`src/rtl/f16cv_pkg.sv`:
```
`timescale 1ns / 1ps

package f16cv_pkg;

  localparam int SINGLE_W = 32;
  localparam int HALF_W   = 16;

  // conversion direction carried in tuser
  typedef logic [0:0] cmd_t;
  localparam cmd_t CMD_S2H = 1'b0;
  localparam cmd_t CMD_H2S = 1'b1;

  typedef logic [SINGLE_W-1:0] single_t;
  typedef logic [HALF_W-1:0]   half_t;

endpackage

```
`src/rtl/f16cv_s2h.sv`:
```
`timescale 1ns / 1ps

module f16cv_s2h (
  input  f16cv_pkg::single_t operand,
  output f16cv_pkg::half_t   result
);
  import f16cv_pkg::*;

  logic        sign;
  logic [7:0]  expo;
  logic [22:0] mant;
  logic [7:0]  sh_wide;
  logic [4:0]  sh;
  logic [23:0] denorm;
  logic [7:0]  e_norm;

  assign sign    = operand[31];
  assign expo    = operand[30:23];
  assign mant    = operand[22:0];
  // shift for the denormal range, 14..24
  assign sh_wide = 8'd126 - expo;
  assign sh      = sh_wide[4:0];
  assign denorm  = {1'b1, mant} >> sh;
  assign e_norm  = expo - 8'd112;

  always_comb begin
    if (expo == 8'd0) begin
      result = {sign, 15'd0};
    end else if (expo == 8'hFF) begin
      result = {sign, 5'h1F, (mant != 23'd0), 9'd0};
    end else if (expo >= 8'd143) begin
      // overflow to infinity
      result = {sign, 5'h1F, 10'd0};
    end else if (expo <= 8'd112) begin
      if (expo >= 8'd102) begin
        result = {sign, 5'd0, denorm[9:0]};
      end else begin
        result = {sign, 15'd0};
      end
    end else begin
      result = {sign, e_norm[4:0], mant[22:13]};
    end
  end

endmodule

```
`src/rtl/f16cv_h2s.sv`:
```
`timescale 1ns / 1ps

module f16cv_h2s (
  input  f16cv_pkg::half_t   operand,
  output f16cv_pkg::single_t result
);
  import f16cv_pkg::*;

  logic        sign;
  logic [4:0]  expo;
  logic [9:0]  mant;
  logic [3:0]  lz;
  logic [10:0] norm;
  logic [7:0]  e_sub;

  assign sign = operand[15];
  assign expo = operand[14:10];
  assign mant = operand[9:0];

  // leading-zero count over the ten mantissa bits, highest set bit wins
  always_comb begin
    lz = 4'd0;
    for (int i = 0; i < 10; i++) begin
      if (mant[i]) begin
        lz = 4'(9 - i);
      end
    end
  end

  assign norm  = {1'b0, mant} << (lz + 4'd1);
  assign e_sub = 8'd112 - {4'd0, lz};

  always_comb begin
    if (expo == 5'd0) begin
      if (mant == 10'd0) begin
        result = {sign, 31'd0};
      end else begin
        result = {sign, e_sub, norm[9:0], 13'd0};
      end
    end else if (expo == 5'h1F) begin
      result = {sign, 8'hFF, mant, 13'd0};
    end else begin
      result = {sign, {3'd0, expo} + 8'd112, mant, 13'd0};
    end
  end

endmodule

```
`src/rtl/fp32_fp16_converter_top.sv`:
```
`timescale 1ns / 1ps

// ieee single <-> half bit-pattern converter, direction chosen per transaction by tuser
// (0 = single to half, 1 = half to single). single to half truncates the mantissa,
// flushes single zeros and denormals to signed zero, saturates overflow to signed
// infinity, makes half denormals for small exponents and turns any nan into a quiet
// nan with only mantissa bit 9 set. half to single is exact; input bits 31..16 are
// ignored there. a half result sits in tdata[15:0] with tdata[31:16] zero.
// throughput is one transaction per cycle while m_axis_tready keeps the result register
// draining. an accepted transaction lands in the input register, passes the single pass
// of conversion logic and is loaded into the result register once that register has room,
// where it is held until m_axis_tready takes it.
module fp32_fp16_converter_top (
  input  logic                  clk,
  input  logic                  rst,
  input  logic                  s_axis_tvalid,
  output logic                  s_axis_tready,
  input  f16cv_pkg::single_t    s_axis_tdata,  // [31:0] operand_bits
  input  f16cv_pkg::cmd_t       s_axis_tuser,  // [0] cmd
  output logic                  m_axis_tvalid,
  input  logic                  m_axis_tready,
  output f16cv_pkg::single_t    m_axis_tdata   // [31:0] result_bits
);
  import f16cv_pkg::*;

  // input register stage
  logic    in_valid;
  cmd_t    in_cmd;
  single_t in_bits;

  // result register stage
  logic    out_valid;
  single_t out_bits;

  logic    adv_out;
  logic    adv_in;
  half_t   s2h_result;
  single_t h2s_result;
  single_t result_next;

  // each stage moves when its successor has room
  assign adv_out       = !out_valid || m_axis_tready;
  assign adv_in        = !in_valid || adv_out;
  assign s_axis_tready = adv_in;

  f16cv_s2h u_s2h (
    .operand (in_bits),
    .result  (s2h_result)
  );

  f16cv_h2s u_h2s (
    .operand (in_bits[HALF_W-1:0]),
    .result  (h2s_result)
  );

  always_comb begin
    unique case (in_cmd)
      CMD_S2H: result_next = {{(SINGLE_W-HALF_W){1'b0}}, s2h_result};
      CMD_H2S: result_next = h2s_result;
      default: result_next = '0;
    endcase
  end

  always_ff @(posedge clk) begin
    if (rst) begin
      in_valid <= 1'b0;
    end else if (adv_in) begin
      in_valid <= s_axis_tvalid;
    end
  end

  always_ff @(posedge clk) begin
    if (adv_in && s_axis_tvalid) begin
      in_cmd  <= s_axis_tuser;
      in_bits <= s_axis_tdata;
    end
  end

  always_ff @(posedge clk) begin
    if (rst) begin
      out_valid <= 1'b0;
    end else if (adv_out) begin
      out_valid <= in_valid;
    end
  end

  always_ff @(posedge clk) begin
    if (adv_out && in_valid) begin
      out_bits <= result_next;
    end
  end

  assign m_axis_tvalid = out_valid;
  assign m_axis_tdata  = out_bits;

  // a held item in the input stage is never dropped while the output stalls
  assert property (@(posedge clk) disable iff (rst)
    in_valid && !adv_out |=> in_valid && $stable(in_bits) && $stable(in_cmd))
    else $error("input stage lost an item under backpressure");

  // single to half results always have a zero upper half
  assert property (@(posedge clk) disable iff (rst)
    in_valid && adv_out && (in_cmd == CMD_S2H) |=> m_axis_tdata[31:16] == 16'd0)
    else $error("half result has nonzero upper bits");

  // an empty result register never blocks the input side
  assert property (@(posedge clk) disable iff (rst)
    !out_valid |-> s_axis_tready)
    else $error("input stalled with empty result register");

  // every item in the input stage reaches the result register when it moves
  assert property (@(posedge clk) disable iff (rst)
    in_valid && adv_out |=> out_valid)
    else $error("item vanished between stages");

endmodule

```
`config.mk`:
```
export PLATFORM = sky130hd
export DESIGN_NAME = fp32_fp16_converter_top
export DESIGN_NICKNAME = d
export VERILOG_FILES = /design/src/rtl/f16cv_pkg.sv /design/src/rtl/f16cv_s2h.sv /design/src/rtl/f16cv_h2s.sv /design/src/rtl/fp32_fp16_converter_top.sv
export SDC_FILE = /design/constraint.sdc
export NUM_CORES = 1
export LEC_CHECK = 0
export ABC_AREA = 1
export BUFFER_PORTS_ARGS = -buffer_cell sky130_fd_sc_hd__buf_2
export CORE_ASPECT_RATIO = 0.75
export CORE_MARGIN = 2
export CORE_UTILIZATION = 50
export DETAILED_ROUTE_END_ITERATION = 10
export PLACE_DENSITY = 0.71
export SLEW_MARGIN = 20
export SYNTH_ARGS = -nofsm -noshare
export SYNTH_HDL_FRONTEND = slang
export SYNTH_HIERARCHICAL = 1
export SYNTH_SLANG_ARGS = --single-unit
```
`constraint.sdc`:
```
create_clock -name clk -period 3.2 [get_ports clk]
set_input_delay 0.64 -clock clk [delete_from_list [all_inputs] [get_ports clk]]
set_output_delay 0.64 -clock clk [all_outputs]
set_load 0.02 [all_outputs]
```
==> results of run 1 <==
stage by stage:
step	power, W	setup slack (ns)	util (%)	hold WS (ns)	cells
floorplan	0.00150	0.500	-	0.445	653
global placement	0.00163	0.302	54.2	0.473	821
detailed placement	0.00163	0.260	54.2	0.482	821
CTS	0.00251	0.258	56.9	0.468	836
global route	0.00264	0.00256	57.1	0.467	838
finish	0.00251	0.247	57.1	0.480	838
routing by layer:
| layer | routed length [um] | vias up | part of all wire, % | GRT usage [%] |
|---|---|---|---|---|
| met1 | 6520 | 2014 | 50 | 39.8 |
| met4 | 136 | 0 | 1.0 | 7.23 |
| met2 | 5050 | 205 | 39 | 35.6 |
| met5 | 0 | - | 0 | 0 |
| met3 | 1360 | 13 | 10 | 6.95 |
| li1 | - | 2232 | - | - |
power breakdown:
group / leakage [nW] / switching [W] / internal [W]
sequential: 0.645 / 0.0000467 / 0.00102
combinational: 1.81 / 0.000385 / 0.000179
clock: 0.128 / 0.000356 / 0.000516
cell families after synthesis:
logic type,Yosys count,synth area share [%]
adder cells (fa/ha/maj),6,1.56
AO/OA/AOI/OAI,80,9.26
buffers and inverters,121,12.6
XOR/XNOR,2,0.752
flip-flops,67,41.3
other,1,0.0777
AND/OR/NAND/NOR,364,34.5
sequential cells by signal, summed over array words and instances, names as in the netlist:
| name | cells |
|---|---|
| in_cmd | 1 |
| in_bits | 32 |
| in_valid | 1 |
| m_axis_tdata | 32 |
| m_axis_tvalid | 1 |
critical path: stages (launching register included):
cell        delay, ns
edfxtp_1         0.49
inv_2            0.11
nand2_1          0.05
nand2_1          0.06
nand2_1          0.04
nand2_1          0.05
nand2_1          0.06
nand2_2          0.08
nand2_4          0.08
nand2_4          0.17
inv_1            0.08
ha_1             0.50
clkinvlp_4       0.22
buf_4            0.19
nand3_1          0.06
a21oi_1          0.08
nor2_1           0.12
nand2_1          0.07
nand2_1          0.05
nand2_1          0.06
nand2_1          0.06
inv_1            0.04
placed cells by master, fill, tap and decap left out, drive strengths merged:
master and instances:
nor3 2, xnor2 1, o21ai 46, clkbuf 10
a21oi 27, nor2 24, o41ai 1, o211ai 2
and2 1, nand2 200, clkinv 4, o31ai 2
dfxtp 2, clkinvlp 2, nand3b 1, o22ai 1
edfxtp 65, nand4 7, nor4 5, a31oi 1
conb 13, ha 6, buf 81, inv 77
nand3 124, xor2 1
layout make-up:
cell class | count | area (um2)
repair buffers | 81 | 433
flip-flops and latches | 67 | 1990
clock inverters | 5 | 31.3
clock buffers | 10 | 229
fillers | 885 | 4080
multi-input cells | 465 | 2280
well taps | 132 | 165
inverters | 78 | 299
timing repair:
| item | CTS | global route |
|---|---|---|
| setup buffers | 0 | 2 |
| resized for setup | 0 | 1 |
| setup endpoints to repair | 0 | 1 |
worst max path at each step:
stage / startpoint / depth (start not counted) / endpoint / slack [ns]
after global placement: in_bits[0] / 17 / m_axis_tdata[15] / 0.30
after global routing: in_bits[1] / 21 / m_axis_tdata[22] / 0.003
final: in_bits[1] / 21 / m_axis_tdata[22] / 0.25
after floorplan: m_axis_tready / 2 / m_axis_tdata[0] / 0.50
after CTS: in_bits[1] / 18 / m_axis_tdata[15] / 0.26
after detailed placement: in_bits[1] / 18 / m_axis_tdata[15] / 0.26
==> flow_metrics.env, run 1 <==
export IMPL_status="finished clean"
export IMPL_max_clock_freq_mhz=339
export IMPL_port_buffers=70
export IMPL_routed_via_count=4464
export IMPL_required_ns=3.30
export IMPL_dr_pass1_iters=6
export IMPL_num_antenna_cells=0
export IMPL_reg2regPathDepth=21
export IMPL_core_mm2=0.00950
export IMPL_dpl_hpwl_um=9920
export IMPL_postPlaceCellArea_mm2=0.00515
export IMPL_grt_pass1_wl_um=20800
export IMPL_cts_sinks=67
export IMPL_synth_top_area_cell="edfxtp_1"
export IMPL_power_leakage_nw=2.58
export IMPL_pin_count=71
export IMPL_min_period_ns=2.95
export IMPL_remaining_drc_errors=0
export IMPL_fin_area_mm2=0.00543
export IMPL_hold_viol=0
export IMPL_area_delta_synth_final_pct=12.4
export IMPL_final_max_slew_violation_count=0
export IMPL_rows=31
export IMPL_cts_root_buf="clkbuf_16"
export IMPL_clkLatencyLatePin_ns=0.33
export IMPL_async_flop_share_pct=0
export IMPL_grt_max_degree=49
export IMPL_synthDistinctLibCells=39
export IMPL_post_route_period_util_pct=92.3
export IMPL_synth_edf_count=65
export IMPL_synthCells=641
export IMPL_syn_avg_cell_area_um2=7.53
export IMPL_cp_arrival_ns=3.05
export IMPL_skew_ns=0.00912
export IMPL_cp_start_kind="flip-flop"
export IMPL_synth_commonest_cells="182 x nand2_1, 122 x nand3_1, 68 x inv_1"
export IMPL_antenna_found_initial=0
export IMPL_tightest_slew_ns=0.708
export IMPL_drtAntennaViolNets=0
export IMPL_yosys_top_cells_area="edfxtp_1 40%, nand2_1 14%, nand3_1 13%"
export IMPL_hold_end="in_bits[17]"
export IMPL_r2r_start="in_bits[1]"
export IMPL_cap_violations=0
export IMPL_gp_congestion=0.977
export IMPL_cts_buffer_depth=2
export IMPL_cts_hold_buf=0
export IMPL_clkTransAtPathRegs_ns=0.06
export IMPL_power_density_mw_per_mm2=462
export IMPL_drt_wl_total_um=13100
export IMPL_viasPerCell=5.33
export IMPL_yosys_warnings=6
export IMPL_grt_pass1_vias=3951
export IMPL_cp_end_kind="flip-flop"
export IMPL_vdd_drop_max_v=0.000349
export IMPL_path_class="flip-flop to flip-flop"
export IMPL_hp_class="input pin to flip-flop"
export IMPL_drive_gt1_share_pct=19.7
export IMPL_die_area_mm2=0.0105
export IMPL_synth_top_area_share_pct=40.5
export IMPL_htreeDepth=3
export IMPL_rr_endpoint="m_axis_tdata[22]"
export IMPL_path_max_fanout=12
export IMPL_hp_start="s_axis_tdata[17]"
export IMPL_synth_seq_area_share_pct=41.3
export IMPL_wl_per_cell_um=15.6
export IMPL_synthFlopType="edfxtp_1"
export IMPL_fin_tns_setup_ns=0
export IMPL_syn_area_mm2=0.00482
export IMPL_dr_first_iter_drc_count=669
export IMPL_cts_tree="yes"
export IMPL_die_h_um=89.1
export IMPL_r2r_slack_ns=0.25
export IMPL_synth_seq_cells=67
export IMPL_hold_path_depth=1
export IMPL_start_util_pct=50.8
export IMPL_max_slew_margin_pct=52.7
export IMPL_grt_usage_pct=25.9
export IMPL_num_nets_final=745
export IMPL_setup_viol=0
export IMPL_overflow=0
export IMPL_cts_buffers=9
export IMPL_synth_most_common_cell="nand2_1"
export IMPL_rsz0062_at_grt="no"
export IMPL_die_w_um=117
No activity file was read; power rests on OpenSTA's default activity.
==> run 2: changes to the inputs <==
--- a/config.mk
+++ b/config.mk
@@ -9,9 +9,9 @@
 export BUFFER_PORTS_ARGS = -buffer_cell sky130_fd_sc_hd__buf_2
 export CORE_ASPECT_RATIO = 0.75
 export CORE_MARGIN = 2
-export CORE_UTILIZATION = 50
+export CORE_UTILIZATION = 58
 export DETAILED_ROUTE_END_ITERATION = 10
-export PLACE_DENSITY = 0.71
+export PLACE_DENSITY = 0.81
 export SLEW_MARGIN = 20
 export SYNTH_ARGS = -nofsm -noshare
 export SYNTH_HDL_FRONTEND = slang
==> constraint.sdc (replaced) <==
create_clock -name clk -period 3.2 [get_ports clk]
set_input_delay 0 -clock clk [delete_from_list [all_inputs] [get_ports clk]]
set_output_delay 0 -clock clk [all_outputs]
set_load 0.02 [all_outputs]
==> run 2 against run 1 <==
Compared with the run above: power down 2.1%; non-clock buffer count grew 36; combinational power rose by 3.7%; register-to-register slack better by 0.11 ns; hold slack worse by 0.14 ns; first-iteration DRC count decreased by 27%; critical path type unchanged; critical endpoint is now m_axis_tdata[15].
==> flow_metrics.env, run 2 (synthesis results as in run 1) <==
export IMPL_status="finished clean"
export IMPL_drt_wl_total_um=13200
export IMPL_antenna_found_initial=0
export IMPL_viasPerCell=5.55
export IMPL_dr_pass1_iters=5
export IMPL_die_area_mm2=0.00907
export IMPL_wl_per_cell_um=15.6
export IMPL_postCtsSetupBuffers=0
export IMPL_dpl_hpwl_um=9130
export IMPL_dr_first_iter_drc_count=491
export IMPL_final_max_slew_violation_count=0
export IMPL_clkTransAtPathRegs_ns=0.07
export IMPL_routed_via_count=4704
export IMPL_cp_end_kind="flip-flop"
export IMPL_skew_ns=0.00632
export IMPL_overflow=0
export IMPL_pin_count=71
export IMPL_cts_sinks=67
export IMPL_cts_buffers=9
export IMPL_hp_class="input pin to flip-flop"
export IMPL_cp_start_kind="flip-flop"
export IMPL_path_class="flip-flop to flip-flop"
export IMPL_post_route_period_util_pct=89.0
export IMPL_grt_pass1_vias=4306
export IMPL_grt_pass1_wl_um=21700
export IMPL_drtAntennaViolNets=0
export IMPL_cts_tree="yes"
export IMPL_core_mm2=0.00799
export IMPL_die_h_um=83.0
export IMPL_most_common_layout_cells="182 x nand2_1, 122 x nand3_1, 70 x buf_2"
export IMPL_gp_congestion=0.975
export IMPL_post_place_ws_ns=0.413
export IMPL_cts_root_buf="clkbuf_8"
export IMPL_cts_buffer_depth=2
export IMPL_tightest_slew_ns=0.987
export IMPL_fin_tns_setup_ns=0
export IMPL_path_max_fanout=14
export IMPL_setup_viol=0
export IMPL_setup_ws_ns=0.354
export IMPL_remaining_drc_errors=0
export IMPL_final_util_pct=71.6
export IMPL_drive_gt1_share_pct=18.7
export IMPL_rows=28
export IMPL_timing_hold_ws_ns=0.343
export IMPL_die_w_um=109
export IMPL_area_delta_synth_final_pct=18.5
export IMPL_power_leakage_nw=2.72
export IMPL_port_buffers=70
export IMPL_grt_usage_pct=30.8
export IMPL_max_clock_freq_mhz=351
export IMPL_num_antenna_cells=0
export IMPL_max_slew_margin_pct=34.2
export IMPL_min_period_ns=2.85
export IMPL_htreeDepth=3
export IMPL_clkLatencyLatePin_ns=0.36
export IMPL_vdd_drop_max_v=0.000370
export IMPL_hold_viol=0
export IMPL_cp_arrival_ns=2.91
export IMPL_final_common_cell="nand2_1"
export IMPL_cap_violations=0
export IMPL_required_ns=3.27
export IMPL_start_util_pct=60.4
export IMPL_power_density_mw_per_mm2=429
export IMPL_rsz0062_at_grt="no"
export IMPL_grt_max_degree=38
export IMPL_num_nets_final=781
run 2: cell count changes in the layout (fill, tap and decap cells not counted):
cell / change
clkinv_2: -2
inv_1: +1
bufinv_16: +2
clkbuf_8: +10
dlygate4sd3_1: +37
buf_4: -1
clkbuf_1: -1
clkbuf_16: -9
run 2: critical path: stages (launching register included):
cell and delay, ns:
edfxtp_1 0.47, inv_2 0.11, nand2_1 0.05, nand2_1 0.06
nand2_1 0.04, nand2_1 0.05, nand2_1 0.06, nand2_2 0.07
nand2_4 0.08, nand2_4 0.16, inv_1 0.07, ha_1 0.47
inv_1 0.28, nand3_1 0.19, nand2_1 0.07, nand3_1 0.07
o21ai_0 0.08, nand2_1 0.07, o21ai_0 0.10
run 2: routing by layer:
layer	up-vias	GRT usage [%]	share of wire [%]
li1	2300	-	-
met1	2081	46.7	45
met2	288	43.2	42
met3	35	7.77	12
met4	0	8.86	2.0
met5	-	0	0
run 2: through the flow:
step,power (W),cells,cell area [um2]
2_1_floorplan,0.00150,653,4870
3_3_place_gp,0.00162,795,5120
3_5_place_dp,0.00162,795,5120
4_1_cts,0.00244,848,5720
5_1_grt,0.00257,848,5720
6_report,0.00245,848,5720
run 2: layout make-up:
| class | instances | area (um2) |
|---|---|---|
| sequential | 67 | 1990 |
| inverter | 78 | 295 |
| tap | 105 | 131 |
| clock inverter | 6 | 88.8 |
| clock buffer | 10 | 138 |
| fill | 638 | 2270 |
| multi-input combinational | 465 | 2280 |
| timing repair buffer | 117 | 796 |
run 2: timing repair:
action	4_1_cts	5_1_grt
resized for setup	0	0
endpoints found under the hold margin	35	0
hold buffers	37	0
run 2: where the power goes:
group	switching (W)	internal, W	total, W
Sequential	0.0000519	0.00102	0.00108
Clock	0.000335	0.000459	0.000794
Combinational	0.000380	0.000205	0.000585
Total	0.000766	0.00169	0.00245
run 2: worst paths after layout:
path	startpoint	to	slack [ns]	depth (start not counted)
setup / recovery	in_bits[1]	m_axis_tdata[15]	0.35	18
hold / removal	s_axis_tdata[9]	in_bits[9]	0.34	2
setup reg to reg	in_bits[1]	m_axis_tdata[15]	0.35	18
hold reg to reg	in_bits[31]	m_axis_tdata[15]	0.66	2
==> run 3: changes to the inputs <==
--- a/config.mk
+++ b/config.mk
@@ -8,7 +8,7 @@
 export ABC_AREA = 1
 export BUFFER_PORTS_ARGS = -buffer_cell sky130_fd_sc_hd__buf_2
 export CORE_ASPECT_RATIO = 0.75
-export CORE_MARGIN = 2
+export CORE_MARGIN = 5
 export CORE_UTILIZATION = 58
 export DETAILED_ROUTE_END_ITERATION = 10
 export PLACE_DENSITY = 0.81
==> run 3 against run 2 <==
Compared with the run above: cell area fell by 0.90%; via count rose by 1.6%; combinational power rose by 1%; clock skew barely moved; clock-buffer cell count rose by 1; clock power fell by 14%; die area rose by 13%; global-route usage fell by 3.1 points; setup slack got worse by 0.098 ns; sequential share of layout area rose by 0.32 points; critical path type unchanged.
==> flow_metrics.env, run 3 (synthesis results as in run 1) <==
export IMPL_status="finished clean"
export IMPL_cts_resized=0
export IMPL_clkLatencyLatePin_ns=0.35
export IMPL_grt_pass1_vias=4205
export IMPL_crit_slowest_cell="edfxtp_1"
export IMPL_pin_count=71
export IMPL_final_common_cell="nand2_1"
export IMPL_setup_ws_ns=0.256
export IMPL_die_h_um=89.0
export IMPL_dr_pass1_iters=6
export IMPL_path_class="flip-flop to flip-flop"
export IMPL_cts_buffers=9
export IMPL_die_w_um=115
export IMPL_skew_ns=0.00671
export IMPL_crit_path_end="m_axis_tdata[21]"
export IMPL_start_util_pct=60.4
export IMPL_path_common_cell="nand2_1"
export IMPL_num_nets_final=780
export IMPL_grt_pass1_wl_um=21700
export IMPL_cp_start_kind="flip-flop"
export IMPL_max_slew_margin_pct=32.8
export IMPL_instances_no_fill=847
export IMPL_antenna_found_initial=0
export IMPL_crit_path_max_incr_delay_ns=0.48
export IMPL_power_density_mw_per_mm2=414
export IMPL_dr_first_iter_drc_count=637
export IMPL_path_cells="inv_2 > nand2_1 > nand2_1 > nand2_1 > nand2_1 > nand2_1 > nand2_2 > nand2_4 > nand2_4 > inv_1 > ha_1 > inv_1 > a31oi_1 > a21oi_1 > nand2_1 > nand2_1 > nand2_1 > nand2_1 > inv_1"
export IMPL_rr_endpoint="m_axis_tdata[21]"
export IMPL_cts_root_buf="clkbuf_8"
export IMPL_required_ns=3.31
export IMPL_post_route_period_util_pct=92.0
export IMPL_vdd_drop_max_v=0.000480
export IMPL_cp_arrival_ns=3.06
export IMPL_cts_buffer_depth=2
export IMPL_reg2regPathDepth=19
export IMPL_combPwrFrac_pct=25.2
export IMPL_core_mm2=0.00799
export IMPL_path_max_fanout=14
export IMPL_num_fill_cells=630
export IMPL_cap_violations=0
export IMPL_gp_congestion=1.00
export IMPL_area_delta_synth_final_pct=17.4
export IMPL_drive_gt1_share_pct=18.5
export IMPL_routed_via_count=4777
export IMPL_rows=28
export IMPL_rsz0062_at_grt="no"
export IMPL_crit_family="simple AND/OR/NAND/NOR gates"
export IMPL_remaining_drc_errors=0
export IMPL_min_period_ns=2.94
export IMPL_worstSetupStartpoint="in_bits[1]"
export IMPL_port_buffers=70
export IMPL_cp_buffers_inverters=4
export IMPL_die_area_mm2=0.0103
export IMPL_crit_cells=19
export IMPL_r2r_start="in_bits[1]"
export IMPL_cp_end_kind="flip-flop"
export IMPL_seq_power_share_pct=45.8
export IMPL_setup_viol=0
export IMPL_grt_usage_pct=27.7
export IMPL_overflow=0
export IMPL_final_max_slew_violation_count=0
export IMPL_num_antenna_cells=0
export IMPL_htreeDepth=3
export IMPL_p_switching_w=0.000762
export IMPL_clock_power_share_pct=28.9
export IMPL_post_place_ws_ns=0.350
export IMPL_dpl_hpwl_um=10000
export IMPL_fin_tns_setup_ns=0
export IMPL_tightest_slew_ns=1.01
export IMPL_most_common_layout_cells="182 x nand2_1, 122 x nand3_1, 70 x buf_2"
export IMPL_drtAntennaViolNets=0
export IMPL_max_clock_freq_mhz=340
export IMPL_grt_max_degree=38
export IMPL_viasPerCell=5.64
export IMPL_cts_tree="yes"
export IMPL_power_leakage_nw=2.70
export IMPL_swShare_pct=32.4
export IMPL_wl_per_cell_um=16.3
export IMPL_placedCellCount=795
export IMPL_internal_power_w=0.00159
export IMPL_cts_sinks=67
export IMPL_drt_wl_total_um=13800
export IMPL_hold_viol=0
export IMPL_final_util_pct=70.9
export IMPL_r2r_slack_ns=0.26
export IMPL_clkTransAtPathRegs_ns=0.07
export IMPL_hp_class="input pin to flip-flop"
==> run 3: metal layers <==
metal | share of wire (%) | global-route usage (%) | routed length, um | vias up
met4 | 1.1 | 5.97 | 155 | 0
met3 | 13 | 8.80 | 1790 | 24
met2 | 42 | 39.8 | 5740 | 319
met5 | 0 | 0 | 0 | -
li1 | - | - | - | 2302
met1 | 44 | 40.9 | 6090 | 2132
==> run 3: final cells by class <==
| cell class | instances | area [um2] | area share, % |
|---|---|---|---|
| clock buffer | 11 | 131 | 2.32 |
| multi-input combinational | 465 | 2280 | 40.2 |
| tap | 105 | 131 | 2.32 |
| timing repair buffer | 116 | 786 | 13.9 |
| inverter | 78 | 295 | 5.21 |
| clock inverter | 5 | 53.8 | 0.950 |
| sequential | 67 | 1990 | 35.2 |
==> run 3: through the flow <==
step | hold slack, ns | instance area, um2 | power, W
after floorplan | 0.0691 | 4870 | 0.00150
after global placement | 0.175 | 5120 | 0.00163
after detailed placement | 0.178 | 5120 | 0.00163
after CTS | 0.0759 | 5670 | 0.00234
after global routing | 0.0952 | 5670 | 0.00247
final | 0.0902 | 5670 | 0.00235
==> run 3: power by group through the flow <==
| stage | registers [W] | clock network, W | logic [W] |
|---|---|---|---|
| after global routing | 0.00108 | 0.000735 | 0.000651 |
| after global placement | 0.00109 | 0 | 0.000536 |
| after CTS | 0.00107 | 0.000694 | 0.000573 |
| after floorplan | 0.00110 | 0 | 0.000400 |
| final | 0.00108 | 0.000679 | 0.000592 |
| after detailed placement | 0.00109 | 0 | 0.000538 |
==> run 3: worst min path at each step <==
stage	slack, ns	cells after the start	end	startpoint
2_1_floorplan	0.07	1	in_valid	rst
3_3_place_gp	0.18	2	m_axis_tvalid	rst
3_5_place_dp	0.18	1	in_bits[30]	s_axis_tdata[30]
4_1_cts	0.08	3	in_cmd	s_axis_tvalid
5_1_grt	0.1	3	in_cmd	s_axis_tvalid
6_report	0.09	3	in_bits[31]	s_axis_tvalid
==> run 3: worst min-delay path, delay by kind of cell <==
kind | cells | cell delay, ns
and+or+nand+nor | 1 | 0.06
buffers and inverters | 2 | 0.23
==> run 3: timing repair <==
action,4_1_cts,5_1_grt
endpoints found under the hold margin,35,0
hold buffers,36,0
buffers inserted,0,0
endpoints found under the setup margin,0,0
